===== src/rtl/hxt_pkg.sv =====
`timescale 1ns / 1ps
// Shared types, codes and helpers for the hextile rectangle decoder.
// No dependencies; the top level, parser and result register refer to this package.
package hxt_pkg;

  // Tile edge length in pixels
  localparam int unsigned TileSize = 16;

  localparam int unsigned CoordW   = 16;
  localparam int unsigned DimW     = 5;
  localparam int unsigned ColorW   = 32;
  localparam int unsigned PhaseW   = 4;
  localparam int unsigned RegIdxW  = 2;
  localparam int unsigned RawCntW  = 9;

  // Parser phases
  localparam logic [PhaseW-1:0] PH_SUBENC = 4'd0;
  localparam logic [PhaseW-1:0] PH_BG     = 4'd1;
  localparam logic [PhaseW-1:0] PH_FG     = 4'd2;
  localparam logic [PhaseW-1:0] PH_NSUB   = 4'd3;
  localparam logic [PhaseW-1:0] PH_SUBCOL = 4'd4;
  localparam logic [PhaseW-1:0] PH_SUBPOS = 4'd5;
  localparam logic [PhaseW-1:0] PH_SUBDIM = 4'd6;
  localparam logic [PhaseW-1:0] PH_RAW    = 4'd7;
  localparam logic [PhaseW-1:0] PH_DONE   = 4'd8;

  // Subencoding flag bits
  localparam int unsigned SE_RAW_BIT = 0;
  localparam int unsigned SE_BG_BIT  = 1;
  localparam int unsigned SE_FG_BIT  = 2;
  localparam int unsigned SE_ANY_BIT = 3;
  localparam int unsigned SE_COL_BIT = 4;

  // Configuration register indexes
  localparam logic [RegIdxW-1:0] REG_RECT_LEFT   = 2'd0;
  localparam logic [RegIdxW-1:0] REG_RECT_TOP    = 2'd1;
  localparam logic [RegIdxW-1:0] REG_RECT_WIDTH  = 2'd2;
  localparam logic [RegIdxW-1:0] REG_RECT_HEIGHT = 2'd3;

  typedef struct packed {
    logic               we;
    logic [RegIdxW-1:0] index;
    logic [CoordW-1:0]  wdata;
  } hxt_cfg_wr_t;

  typedef struct packed {
    logic              fill_valid;
    logic [CoordW-1:0] fill_x;
    logic [CoordW-1:0] fill_y;
    logic [DimW-1:0]   fill_w;
    logic [DimW-1:0]   fill_h;
    logic [ColorW-1:0] fill_color;
    logic              rect_done;
  } hxt_result_t;

  // Tile extent left over from offset, capped at one tile
  function automatic logic [DimW-1:0] clip_len(input logic [CoordW-1:0] total,
                                               input logic [CoordW-1:0] offset);
    logic [CoordW-1:0] rest;
    rest = total - offset;
    if (rest < CoordW'(TileSize)) begin
      clip_len = rest[DimW-1:0];
    end else begin
      clip_len = DimW'(TileSize);
    end
  endfunction

endpackage


===== src/rtl/hextile_rect_decoder.sv =====
`timescale 1ns / 1ps
// Hextile rectangle decoder, top level.
// Depends on hxt_pkg, hxt_in_stage, hxt_parser and hxt_out_stage.
//
// Usage:
//   Write rect_left/top/width/height through cfg_we_i/cfg_index_i/cfg_wdata_i
//   while the block is idle; any register write restarts at the first tile.
//   Then stream the hextile bytes of one rectangle on in_valid_i/data_byte_i;
//   a word is taken at a clock edge with in_valid_i high and in_stall_o low.
//   Each byte gives at most one result word: a fill command (fill_valid_o)
//   and/or rect_done_o on the byte that finishes the last tile. Bytes that
//   give nothing produce no output word. Bytes after done are dropped.
// Timing:
//   One byte per clock sustained while out_stall_i is low. A byte is held in
//   the input register, decoded between the input register and the result
//   register, and its word is loaded into the result register behind out_valid_o.
//   When out_stall_i holds the result register full, the input register
//   fills and in_stall_o rises; both sides resume with no word lost.
// Reset:
//   rst_ni clears the rectangle registers, colors and parser to zero,
//   ready for a subencoding byte.
module hextile_rect_decoder (
  input  logic        clk_i,
  input  logic        rst_ni,
  input  logic        cfg_we_i,
  input  logic [1:0]  cfg_index_i,
  input  logic [15:0] cfg_wdata_i,
  input  logic        in_valid_i,
  output logic        in_stall_o,
  input  logic [7:0]  data_byte_i,
  output logic        out_valid_o,
  input  logic        out_stall_i,
  output logic        fill_valid_o,
  output logic [15:0] fill_x_o,
  output logic [15:0] fill_y_o,
  output logic [4:0]  fill_w_o,
  output logic [4:0]  fill_h_o,
  output logic [31:0] fill_color_o,
  output logic        rect_done_o
);

  hxt_pkg::hxt_cfg_wr_t cfg;
  hxt_pkg::hxt_result_t res;
  hxt_pkg::hxt_result_t out_res;
  logic                 go;
  logic [7:0]           byte_q;
  logic                 out_free;
  logic                 res_valid;

  assign cfg.we    = cfg_we_i;
  assign cfg.index = cfg_index_i;
  assign cfg.wdata = cfg_wdata_i;

  hxt_in_stage u_in_stage (
    .clk_i       (clk_i),
    .rst_ni      (rst_ni),
    .in_valid_i  (in_valid_i),
    .in_stall_o  (in_stall_o),
    .data_byte_i (data_byte_i),
    .out_free_i  (out_free),
    .go_o        (go),
    .byte_o      (byte_q)
  );

  hxt_parser u_parser (
    .clk_i       (clk_i),
    .rst_ni      (rst_ni),
    .cfg_i       (cfg),
    .go_i        (go),
    .byte_i      (byte_q),
    .res_o       (res),
    .res_valid_o (res_valid)
  );

  hxt_out_stage u_out_stage (
    .clk_i       (clk_i),
    .rst_ni      (rst_ni),
    .load_i      (go && res_valid),
    .res_i       (res),
    .out_free_o  (out_free),
    .out_valid_o (out_valid_o),
    .out_stall_i (out_stall_i),
    .res_o       (out_res)
  );

  assign fill_valid_o = out_res.fill_valid;
  assign fill_x_o     = out_res.fill_x;
  assign fill_y_o     = out_res.fill_y;
  assign fill_w_o     = out_res.fill_w;
  assign fill_h_o     = out_res.fill_h;
  assign fill_color_o = out_res.fill_color;
  assign rect_done_o  = out_res.rect_done;

endmodule


===== src/rtl/hxt_in_stage.sv =====
`timescale 1ns / 1ps
// Input register of the hextile decoder: holds one stream byte for the parser.
// No dependencies; takes nothing from hxt_pkg.
module hxt_in_stage (
  input  logic       clk_i,
  input  logic       rst_ni,
  input  logic       in_valid_i,
  output logic       in_stall_o,
  input  logic [7:0] data_byte_i,
  input  logic       out_free_i,
  output logic       go_o,
  output logic [7:0] byte_o
);

  logic       valid_q, valid_d;
  logic [7:0] byte_q;
  logic       accept;

  // Held word moves on whenever the result register can take its outcome
  assign go_o       = valid_q && out_free_i;
  assign in_stall_o = valid_q && !out_free_i;
  assign accept     = in_valid_i && !in_stall_o;
  assign byte_o     = byte_q;

  always_comb begin
    valid_d = valid_q;
    if (accept) begin
      valid_d = 1'b1;
    end else if (go_o) begin
      valid_d = 1'b0;
    end
  end

  always_ff @(posedge clk_i or negedge rst_ni) begin
    if (!rst_ni) begin
      valid_q <= 1'b0;
    end else begin
      valid_q <= valid_d;
    end
  end

  always_ff @(posedge clk_i) begin
    if (accept) begin
      byte_q <= data_byte_i;
    end
  end

endmodule


===== src/rtl/hxt_parser.sv =====
`timescale 1ns / 1ps
// Hextile parser: rectangle registers, tile walk and per-byte decode.
// Depends on hxt_pkg for phase codes, register indexes and result struct.
module hxt_parser (
  input  logic                clk_i,
  input  logic                rst_ni,
  input  hxt_pkg::hxt_cfg_wr_t cfg_i,
  input  logic                go_i,
  input  logic [7:0]          byte_i,
  output hxt_pkg::hxt_result_t res_o,
  output logic                res_valid_o
);

  localparam int unsigned CW = hxt_pkg::CoordW;
  localparam int unsigned DW = hxt_pkg::DimW;

  // Rectangle registers
  logic [CW-1:0] rect_left_q, rect_left_d;
  logic [CW-1:0] rect_top_q, rect_top_d;
  logic [CW-1:0] rect_width_q, rect_width_d;
  logic [CW-1:0] rect_height_q, rect_height_d;

  // Parser state
  logic [hxt_pkg::PhaseW-1:0]  phase_q, phase_d;
  logic [CW-1:0]               tile_left_q, tile_left_d;
  logic [CW-1:0]               tile_top_q, tile_top_d;
  logic [CW-1:0]               off_x_q, off_x_d;
  logic [CW-1:0]               off_y_q, off_y_d;
  logic [DW-1:0]               tile_cols_q, tile_cols_d;
  logic [DW-1:0]               tile_rows_q, tile_rows_d;
  logic [4:0]                  flags_q, flags_d;
  logic [31:0]                 back_q, back_d;
  logic [31:0]                 fore_q, fore_d;
  logic [31:0]                 gather_q, gather_d;
  logic [1:0]                  bidx_q, bidx_d;
  logic [7:0]                  nsub_q, nsub_d;
  logic [hxt_pkg::RawCntW-1:0] raw_cnt_q, raw_cnt_d;
  logic [7:0]                  pos_q, pos_d;
  logic [3:0]                  raw_col_q, raw_col_d;
  logic [3:0]                  raw_row_q, raw_row_d;

  // Combinational helpers
  logic [31:0]               pix;
  logic                      pix_done;
  logic [4:0]                flags_new;
  logic [2*DW-1:0]           tile_area;
  logic [CW:0]               nx_off, ny_off;
  logic                      adv;
  logic                      cfg_hit;
  logic [7:0]                nsub_dec;
  logic [hxt_pkg::RawCntW-1:0] raw_dec;
  hxt_pkg::hxt_result_t      res;

  // Pixel assembly, least significant byte first
  assign pix      = gather_q | ({24'd0, byte_i} << {bidx_q, 3'b000});
  assign pix_done = (bidx_q == 2'd3);

  assign flags_new = byte_i[4:0];
  assign tile_area = {{DW{1'b0}}, tile_cols_q} * {{DW{1'b0}}, tile_rows_q};
  assign nx_off    = {1'b0, off_x_q} + (CW+1)'(hxt_pkg::TileSize);
  assign ny_off    = {1'b0, off_y_q} + (CW+1)'(hxt_pkg::TileSize);
  assign nsub_dec  = nsub_q - 8'd1;
  assign raw_dec   = raw_cnt_q - hxt_pkg::RawCntW'(1);

  // Register write decode
  always_comb begin
    rect_left_d   = rect_left_q;
    rect_top_d    = rect_top_q;
    rect_width_d  = rect_width_q;
    rect_height_d = rect_height_q;
    cfg_hit       = 1'b0;
    if (cfg_i.we) begin
      case (cfg_i.index)
        hxt_pkg::REG_RECT_LEFT: begin
          rect_left_d = cfg_i.wdata;
          cfg_hit     = 1'b1;
        end
        hxt_pkg::REG_RECT_TOP: begin
          rect_top_d = cfg_i.wdata;
          cfg_hit    = 1'b1;
        end
        hxt_pkg::REG_RECT_WIDTH: begin
          rect_width_d = cfg_i.wdata;
          cfg_hit      = 1'b1;
        end
        hxt_pkg::REG_RECT_HEIGHT: begin
          rect_height_d = cfg_i.wdata;
          cfg_hit       = 1'b1;
        end
        default: cfg_hit = 1'b0;
      endcase
    end
  end

  // Per-byte decode
  always_comb begin
    phase_d     = phase_q;
    tile_left_d = tile_left_q;
    tile_top_d  = tile_top_q;
    off_x_d     = off_x_q;
    off_y_d     = off_y_q;
    tile_cols_d = tile_cols_q;
    tile_rows_d = tile_rows_q;
    flags_d     = flags_q;
    back_d      = back_q;
    fore_d      = fore_q;
    gather_d    = gather_q;
    bidx_d      = bidx_q;
    nsub_d      = nsub_q;
    raw_cnt_d   = raw_cnt_q;
    pos_d       = pos_q;
    raw_col_d   = raw_col_q;
    raw_row_d   = raw_row_q;
    res         = '0;
    adv         = 1'b0;

    if (go_i) begin
      case (phase_q)
        hxt_pkg::PH_SUBENC: begin
          flags_d  = flags_new;
          gather_d = '0;
          bidx_d   = '0;
          if (flags_new[hxt_pkg::SE_RAW_BIT]) begin
            raw_cnt_d = tile_area[hxt_pkg::RawCntW-1:0];
            raw_col_d = '0;
            raw_row_d = '0;
            if (tile_area != '0) begin
              phase_d = hxt_pkg::PH_RAW;
            end else begin
              adv = 1'b1;
            end
          end else if (flags_new[hxt_pkg::SE_BG_BIT]) begin
            phase_d = hxt_pkg::PH_BG;
          end else begin
            // kept background covers the whole tile
            res.fill_valid = 1'b1;
            res.fill_x     = tile_left_q;
            res.fill_y     = tile_top_q;
            res.fill_w     = tile_cols_q;
            res.fill_h     = tile_rows_q;
            res.fill_color = back_q;
            if (flags_new[hxt_pkg::SE_FG_BIT]) begin
              phase_d = hxt_pkg::PH_FG;
            end else if (flags_new[hxt_pkg::SE_ANY_BIT]) begin
              phase_d = hxt_pkg::PH_NSUB;
            end else begin
              adv = 1'b1;
            end
          end
        end
        hxt_pkg::PH_BG: begin
          gather_d = pix;
          bidx_d   = bidx_q + 2'd1;
          if (pix_done) begin
            gather_d       = '0;
            back_d         = pix;
            res.fill_valid = 1'b1;
            res.fill_x     = tile_left_q;
            res.fill_y     = tile_top_q;
            res.fill_w     = tile_cols_q;
            res.fill_h     = tile_rows_q;
            res.fill_color = pix;
            if (flags_q[hxt_pkg::SE_FG_BIT]) begin
              phase_d = hxt_pkg::PH_FG;
            end else if (flags_q[hxt_pkg::SE_ANY_BIT]) begin
              phase_d = hxt_pkg::PH_NSUB;
            end else begin
              adv = 1'b1;
            end
          end
        end
        hxt_pkg::PH_FG: begin
          gather_d = pix;
          bidx_d   = bidx_q + 2'd1;
          if (pix_done) begin
            gather_d = '0;
            fore_d   = pix;
            if (flags_q[hxt_pkg::SE_ANY_BIT]) begin
              phase_d = hxt_pkg::PH_NSUB;
            end else begin
              adv = 1'b1;
            end
          end
        end
        hxt_pkg::PH_NSUB: begin
          nsub_d = byte_i;
          if (byte_i == 8'd0) begin
            adv = 1'b1;
          end else if (flags_q[hxt_pkg::SE_COL_BIT]) begin
            phase_d = hxt_pkg::PH_SUBCOL;
          end else begin
            phase_d = hxt_pkg::PH_SUBPOS;
          end
        end
        hxt_pkg::PH_SUBCOL: begin
          gather_d = pix;
          bidx_d   = bidx_q + 2'd1;
          if (pix_done) begin
            gather_d = '0;
            fore_d   = pix;
            phase_d  = hxt_pkg::PH_SUBPOS;
          end
        end
        hxt_pkg::PH_SUBPOS: begin
          pos_d   = byte_i;
          phase_d = hxt_pkg::PH_SUBDIM;
        end
        hxt_pkg::PH_SUBDIM: begin
          // subrectangle is not clipped to the tile
          res.fill_valid = 1'b1;
          res.fill_x     = tile_left_q + {12'd0, pos_q[7:4]};
          res.fill_y     = tile_top_q + {12'd0, pos_q[3:0]};
          res.fill_w     = {1'b0, byte_i[7:4]} + 5'd1;
          res.fill_h     = {1'b0, byte_i[3:0]} + 5'd1;
          res.fill_color = fore_q;
          nsub_d         = nsub_dec;
          if (nsub_dec == 8'd0) begin
            adv = 1'b1;
          end else if (flags_q[hxt_pkg::SE_COL_BIT]) begin
            phase_d = hxt_pkg::PH_SUBCOL;
          end else begin
            phase_d = hxt_pkg::PH_SUBPOS;
          end
        end
        hxt_pkg::PH_RAW: begin
          gather_d = pix;
          bidx_d   = bidx_q + 2'd1;
          if (pix_done) begin
            gather_d       = '0;
            res.fill_valid = 1'b1;
            res.fill_x     = tile_left_q + {12'd0, raw_col_q};
            res.fill_y     = tile_top_q + {12'd0, raw_row_q};
            res.fill_w     = 5'd1;
            res.fill_h     = 5'd1;
            res.fill_color = pix;
            raw_cnt_d      = raw_dec;
            // row-major walk within the clipped tile
            if (({1'b0, raw_col_q} + 5'd1) == tile_cols_q) begin
              raw_col_d = '0;
              raw_row_d = raw_row_q + 4'd1;
            end else begin
              raw_col_d = raw_col_q + 4'd1;
            end
            if (raw_dec == '0) begin
              adv = 1'b1;
            end
          end
        end
        default: begin
          phase_d = hxt_pkg::PH_DONE;
        end
      endcase
    end

    // Step to the next tile, or finish the rectangle
    if (adv) begin
      if (nx_off < {1'b0, rect_width_q}) begin
        off_x_d     = nx_off[CW-1:0];
        tile_left_d = rect_left_q + nx_off[CW-1:0];
        tile_cols_d = hxt_pkg::clip_len(rect_width_q, nx_off[CW-1:0]);
        phase_d     = hxt_pkg::PH_SUBENC;
      end else if (ny_off < {1'b0, rect_height_q}) begin
        off_x_d     = '0;
        tile_left_d = rect_left_q;
        tile_cols_d = hxt_pkg::clip_len(rect_width_q, '0);
        off_y_d     = ny_off[CW-1:0];
        tile_top_d  = rect_top_q + ny_off[CW-1:0];
        tile_rows_d = hxt_pkg::clip_len(rect_height_q, ny_off[CW-1:0]);
        phase_d     = hxt_pkg::PH_SUBENC;
      end else begin
        phase_d       = hxt_pkg::PH_DONE;
        res.rect_done = 1'b1;
      end
    end

    // Register write re-arms at the first tile; colors are kept
    if (cfg_hit) begin
      phase_d     = hxt_pkg::PH_SUBENC;
      tile_left_d = rect_left_d;
      tile_top_d  = rect_top_d;
      off_x_d     = '0;
      off_y_d     = '0;
      tile_cols_d = hxt_pkg::clip_len(rect_width_d, '0);
      tile_rows_d = hxt_pkg::clip_len(rect_height_d, '0);
      flags_d     = '0;
      gather_d    = '0;
      bidx_d      = '0;
      nsub_d      = '0;
      raw_cnt_d   = '0;
      pos_d       = '0;
      raw_col_d   = '0;
      raw_row_d   = '0;
    end
  end

  assign res_o       = res;
  assign res_valid_o = res.fill_valid || res.rect_done;

  always_ff @(posedge clk_i or negedge rst_ni) begin
    if (!rst_ni) begin
      rect_left_q   <= '0;
      rect_top_q    <= '0;
      rect_width_q  <= '0;
      rect_height_q <= '0;
      phase_q       <= hxt_pkg::PH_SUBENC;
      tile_left_q   <= '0;
      tile_top_q    <= '0;
      off_x_q       <= '0;
      off_y_q       <= '0;
      tile_cols_q   <= '0;
      tile_rows_q   <= '0;
      flags_q       <= '0;
      back_q        <= '0;
      fore_q        <= '0;
      gather_q      <= '0;
      bidx_q        <= '0;
      nsub_q        <= '0;
      raw_cnt_q     <= '0;
      pos_q         <= '0;
      raw_col_q     <= '0;
      raw_row_q     <= '0;
    end else begin
      rect_left_q   <= rect_left_d;
      rect_top_q    <= rect_top_d;
      rect_width_q  <= rect_width_d;
      rect_height_q <= rect_height_d;
      phase_q       <= phase_d;
      tile_left_q   <= tile_left_d;
      tile_top_q    <= tile_top_d;
      off_x_q       <= off_x_d;
      off_y_q       <= off_y_d;
      tile_cols_q   <= tile_cols_d;
      tile_rows_q   <= tile_rows_d;
      flags_q       <= flags_d;
      back_q        <= back_d;
      fore_q        <= fore_d;
      gather_q      <= gather_d;
      bidx_q        <= bidx_d;
      nsub_q        <= nsub_d;
      raw_cnt_q     <= raw_cnt_d;
      pos_q         <= pos_d;
      raw_col_q     <= raw_col_d;
      raw_row_q     <= raw_row_d;
    end
  end

endmodule


===== src/rtl/hxt_out_stage.sv =====
`timescale 1ns / 1ps
// Result register of the hextile decoder with valid/stall output handshake.
// Depends on hxt_pkg for the result struct.
module hxt_out_stage (
  input  logic                 clk_i,
  input  logic                 rst_ni,
  input  logic                 load_i,
  input  hxt_pkg::hxt_result_t res_i,
  output logic                 out_free_o,
  output logic                 out_valid_o,
  input  logic                 out_stall_i,
  output hxt_pkg::hxt_result_t res_o
);

  logic                 valid_q, valid_d;
  hxt_pkg::hxt_result_t res_q;

  // Register can take a new word when empty or when its word leaves now
  assign out_free_o  = !valid_q || !out_stall_i;
  assign out_valid_o = valid_q;
  assign res_o       = res_q;

  always_comb begin
    valid_d = valid_q;
    if (load_i) begin
      valid_d = 1'b1;
    end else if (valid_q && !out_stall_i) begin
      valid_d = 1'b0;
    end
  end

  always_ff @(posedge clk_i or negedge rst_ni) begin
    if (!rst_ni) begin
      valid_q <= 1'b0;
    end else begin
      valid_q <= valid_d;
    end
  end

  always_ff @(posedge clk_i) begin
    if (load_i) begin
      res_q <= res_i;
    end
  end

endmodule


===== config.mk =====
export PLATFORM = sky130hd
export DESIGN_NAME = hextile_rect_decoder
export DESIGN_NICKNAME = d
export VERILOG_FILES = /design/src/rtl/hxt_pkg.sv /design/src/rtl/hextile_rect_decoder.sv /design/src/rtl/hxt_in_stage.sv /design/src/rtl/hxt_parser.sv /design/src/rtl/hxt_out_stage.sv
export SDC_FILE = /design/constraint.sdc
export NUM_CORES = 1
export LEC_CHECK = 0
export ABC_AREA = 1
export BUFFER_PORTS_ARGS = -buffer_cell sky130_fd_sc_hd__buf_2
export CAP_MARGIN = 20
export CORE_MARGIN = 3
export CORE_UTILIZATION = 31
export DETAILED_ROUTE_END_ITERATION = 16
export PLACE_DENSITY = 0.47
export RECOVER_POWER = 25
export SLEW_MARGIN = 10
export SYNTH_ARGS = -nofsm -noshare
export SYNTH_HDL_FRONTEND = slang
export SYNTH_SLANG_ARGS = --single-unit
export TNS_END_PERCENT = 1

===== constraint.sdc =====
create_clock -name clk_i -period 10.1 [get_ports clk_i]
set_input_delay 2.02 -clock clk_i [delete_from_list [all_inputs] [get_ports clk_i]]
set_output_delay 2.02 -clock clk_i [all_outputs]
set_load 0.005 [all_outputs]

After elaboration in Yosys (flattened, before gate mapping)
Cells that the tools add are included.
Widths: inputs -> output; s select.

cells by class
  add/sub/neg operators = 18
  multipliers = 1
  magnitude comparators = 7
  equal/unequal tests = 24
  shifts and indexed selects = 1
  mux-type cells = 118
  bitwise operators = 1
  reduce and logical (&&, ||, !) cells = 43

operator list
  kind                   count
  $mux 16                24
  $mux 75                5
  $pmux 75 s4            1
  $mux 4                 26
  $mux 32                3
  $lt 16x5->1 const B    5
  $mux 5                 16
  $add 16x4->16          4
  $pmux 32 s2            1
  $mux 8                 5
  $mux 9                 4
  $add 16x5->17 const B  2
  $lt 17x16->1           2
  $add 16x16->16         2
  $or 32x32->32          1
  $pmux 4 s8             1
  $shl 8x5->32           1
  $sub 16x16->16         2
  $mux 1                 24
  $pmux 9 s2             1
  $eq 4x3->1 const B     4
  $logic_not 8->1        2
  $pmux 4 s2             2
  $pmux 8 s2             1
  37 further kinds       74

word-level totals
  register bits after elaboration = 364
  input bits = 31
  output and inout port bits = 78
  logic and storage cells = 244

Depth between registers and ports, before layout
  depth after elaboration = 10
  mapped depth = 28
  mapped depth without buffers = 28

Modules after synthesis
Synthesis repeated with hierarchy kept, for this count alone.

unflattened totals
  cells, all modules = 2864
  area total of the unflattened synthesis = 22054.9 um2

by module, submodules not included
  module                times used  cells an instance  area each (um2)  sequential area each (um2)
  hxt_parser            1           2765               19418.6          6706.4
  hxt_out_stage         1           80                 2323.5           2307.2
  hxt_in_stage          1           17                 305.3            265.3
  hextile_rect_decoder  1           2                  7.5              0.0

Worst setup path after synthesis
OpenSTA, ideal clock, no wires.

  path type = reg-to-reg
  start = reg u_parser.tile_cols_q[0]
  end = reg u_out_stage.res_q (netlist bit u_out_stage.res_o[0]), enable pin
  library setup time = 538 ps
  arrival = 7174 ps
  required time = 9562 ps
  slack = 2387 ps
  cell stages (with the launch flop) = 21
  path buffers = 1
  period minus slack after synthesis = 7713 ps
  cells stage by stage = dfrtp_1 > clkbuf_1 > nand2_1 > fa_1 > fa_1 > fa_1 > inv_1 > ha_1 > nand2_1 > nand2_1 > inv_1 > nand2_1 > nand2_1 > nand2_1 > nor2_1 > nand2_1 > nor2_1 > nand2_1 > nand3_2 > nand2_4 > o22ai_1

between the ends
  word-level cells in the longest chain between the ends = 9

RTL lines
  what                          line                        text
  from (decl)                   hxt_parser.sv:29            logic [DW-1:0] tile_cols_q, tile_cols_d;
  from (signal assigned)        hxt_parser.sv:332           tile_cols_q <= tile_cols_d;
  $mul 5x5->10                  hxt_parser.sv:59            assign tile_area = {{DW{1'b0}}, tile_cols_q} * {{DW{1'b0}}, tile_rows_q};
  $reduce_bool 10->1            hxt_parser.sv:127           if (tile_area != '0) begin
  $mux 1                        hxt_parser.sv:127
  $mux 1                        hxt_parser.sv:123           if (flags_new[hxt_pkg::SE_RAW_BIT]) begin
  $pmux 1 s6                    hxt_parser.sv:118           case (phase_q)
  $mux 1                        hxt_parser.sv:117           if (go_i) begin
  $mux 1                        hxt_parser.sv:256           if (adv) begin
  $logic_or 1x1->1              hxt_parser.sv:297           assign res_valid_o = res.fill_valid || res.rect_done;
  $logic_and 1x1->1             hextile_rect_decoder.sv:78  .load_i (go && res_valid),
  named net u_out_stage.load_i  hxt_out_stage.sv:7          input logic load_i,
  to (signal assigned)          hxt_out_stage.sv:42         res_q <= res_i;
  to (decl)                     hxt_out_stage.sv:16         hxt_pkg::hxt_result_t res_q;

The timed path passes the listed nets, and every way through them passes these cells.
A chain may end at the register's enable or synchronous reset.

Worst setup path after layout
  start = in cfg_we_i
  end = reg u_parser.tile_rows_q[1]

between the ends
  word-level cells in the longest chain between the ends = 4
  elaborated cells on any way between the ends = 9
  classes of those cells = 1 x order compare; 1 x eq/ne; 4 x mux; 3 x reduce/logical

RTL lines
  what                                 line                        text
  from (decl)                          hextile_rect_decoder.sv:25  input logic cfg_we_i,
  $mux 16                              hxt_parser.sv:72            if (cfg_i.we) begin
  named net u_parser.rect_height_d[7]  hxt_parser.sv:21            logic [CW-1:0] rect_height_q, rect_height_d;
  $lt 16x5->1                          hxt_pkg.sv:61               if (rest < CoordW'(TileSize)) begin
  $mux 5                               hxt_pkg.sv:61
  $mux 5                               hxt_parser.sv:277           if (cfg_hit) begin
  to (signal assigned)                 hxt_parser.sv:333           tile_rows_q <= tile_rows_d;
  to (decl)                            hxt_parser.sv:30            logic [DW-1:0] tile_rows_q, tile_rows_d;

The timed path passes the listed nets, and every way through them passes these cells.

==> qor.yml <==
die:
  start_util_pct: 31.4
  rows: 98
  die_h_um: 276
  core_um2: 71900
  dieArea_um2: 76200
  die_w_um: 276
  num_io_pins: 109
clocking:
  clk_latency_ns: 0.60
  root_buffer: "clkbuf_16"
  h-tree-depth: 2
  cts_setup_buffers: 0
  cts_resized: 0
  cts_buffers: 46
  cts_hold_buffers: 0
  cts_tree: "built"
  cts_sinks: 354
  clk_path_buf_depth: 3
  cts.clk_slew.worst_paths_ns: 0.06
global_route:
  overflow: 0
  track_usage_pct: 19.0
  antenna_found_initial: 0
  grt_max_degree: 161
  grt_pass1_wl_um: 114000
  grt_pass1_vias: 19800
timing:
  clock.fmax_mhz: 144
  slew_viol_final: 277
  rsz0062_at_grt: "no"
  period_share_pct: 68.8
  relSlewSlack_pct: -180
  finalSetupViolCount: 0
  hold_violations: 0
  worst_slew_pin_slew_ns: 4.20
  fin_crit_ns: 6.95
  fin_skew_ns: 0.0254
  hold_ws_ns: 0.487
  final.setup.tns_ns: 0
placed_design:
  dp.cells: 3980
  place_hpwl_um: 53000
  portBuffers: 108
  gp_congestion: 0.928
final_layout:
  drive_gt1_share_pct: 7.93
  antenna-diode-count: 0
  syn_to_final_growth_pct: 13.7
  stdcell_count: 4066
  nets: 3242
detailed_routing:
  via_per_inst: 5.02
  drtIter0Drc: 1600
  ant_nets: 0
  avgRoutedWirePerCell_um: 17.8
  routed_wl_um: 72500
  firstDrtPassIters: 8
  num_vias: 20400
  drc: 0
yosys:
  synth.top_cell.area_share_pct: 29.9
  async_flop_share_pct: 76.3
  synth_common_cells: "765 x nand2_1, 461 x inv_1, 282 x o21ai_0"
  syn-cell-area_um2: 22600
  netlist_top_cells_area: "dfrtp_1 30%, nand2_1 13%, edfxtp_1 11%, inv_1 7.7%, ha_1 6.6%"
  synth_edf_count: 84
  yosys_warnings: 0
  avgSynthCellArea_um2: 7.51
  ys_seq_elements: 354
  yosysTopAreaCell: "dfrtp_1"
  synth.most_common_cell: "nand2_1"
  synth_flop_cell: "dfrtp_1"
  ys_seq_area_share_pct: 41.1
  syn-instance-count: 3010
  yosysUniqueCellTypes: 57
worst_setup_path:
  cp_slowest_cell: "clkbuf_1"
  cp-start-kind: "input pin"
  critical_path_buf_inv_count: 3
  crit_type: "in2reg"
  path_cells: "buf_2, clkbuf_1, nand3_1, o21ai_0, inv_1, nor4_1, and3_1, nand3_1, nand2_1, nand3_1, nand2_1"
  critPathTopFamily: "simple AND/OR/NAND/NOR gates"
  crit_path_frequent_cell: "nand3_1"
  cp-end-kind: "flip-flop"
  worstPathRequired_ns: 10.62
  critPathArrivalTime_ns: 7.47
  critical_path.max_fanout: 62
  slowest_delay_ns: 2.01
power_and_ir_drop:
  p_leak_uw: 0.0125
  power_density_nw_per_um2: 202
  ir_worst_vdd_mv: 0.111
job:
  max_cap_viol_count: 3
hold_path:
  hp-class: "reg2reg"
status:
  violations: "max-capacitance violations, max-slew violations"
  run_status: "finished, violations left"
flip-flops by register name (all words and copies together), names as in the netlist, 16 cells and up:
signal,flops
u_out_stage.res_o,76
u_parser.back_q,32
u_parser.fore_q,32
u_parser.gather_q,32
u_parser.rect_height_q,16
u_parser.rect_left_q,16
u_parser.rect_top_q,16
u_parser.rect_width_q,16
u_parser.tile_left_q,16
u_parser.tile_top_q,16
logic make-up after synthesis:
family	after synthesis	synth area share, %
other	2	0.0332
AND/OR/NAND/NOR	1302	24.3
adder cells (fa/ha/maj)	133	7.80
AO/OA/AOI/OAI	572	14.4
buffers and inverters	585	9.93
XOR/XNOR	56	2.17
multiplexers	6	0.299
flip-flops	354	41.1
layout by cell type (no fill, tap or decap), types with 66 or more instances in the layout:
master / count
nand2_1: 765
inv_1: 460
o21ai_0: 282
dfrtp_1: 270
nor2_1: 206
nand3_1: 201
ha_1: 120
a21oi_1: 113
buf_2: 107
edfxtp_1: 84
nand4_1: 66
area by class of cell:
| class | count | area (µm²) |
|---|---|---|
| Clock buffer | 65 | 1370 |
| Clock inverter | 21 | 280 |
| Fill cell | 7701 | 46200 |
| Inverter | 478 | 1790 |
| Multi-Input combinational cell | 2073 | 11100 |
| Sequential cell | 354 | 9280 |
| Tap cell | 950 | 1190 |
| Timing Repair Buffer | 125 | 664 |
path summary, 6_finish.rpt:
check	from	endpoint	slack [ns]	cells past startpoint
worst max-delay path	cfg_we_i	u_parser.tile_rows_q[1]	3.15	11
worst min-delay path	u_parser.gather_q[14]	u_parser.gather_q[14]	0.49	2
worst max register to register	u_parser.tile_rows_q[3]	u_out_stage.res_o[50]	4.73	20
worst min register to register	u_parser.gather_q[14]	u_parser.gather_q[14]	0.49	2
max in group asynchronous	rst_ni	u_parser.rect_top_q[15]	4.02	2
min in group asynchronous	rst_ni	u_parser.fore_q[15]	1.47	1
metal layers:
metal,GRT usage (%),wire length [µm]
met2,31.4,33900
met5,0,0
met3,2.44,3660
met1,26.3,33400
met4,4.56,1510
worst min-delay path, cell delays in order (launching register included):
cell	delay [ns]
dfrtp_1	0.35
nand2_1	0.06
o41ai_1	0.05
report_power, final:
part           total, µW  switching [µW]  internal [µW]
Combinational       1540            1080            464
Sequential          1890             193           1700
Clock               1760             694           1060
Total               5180            1960           3220
stage by stage:
stage,setup WS [ns],total power (µW),area (µm²),util (%)
3_5_place_dp,4.66,3450,24100,33.5
2_1_floorplan,2.39,2940,22600,-
3_3_place_gp,4.74,3440,24100,33.5
4_1_cts,4.65,5240,25700,35.8
6_report,3.15,5180,25700,35.8
5_1_grt,2.57,5540,25700,35.8
No activity file was read; power rests on OpenSTA's default activity.
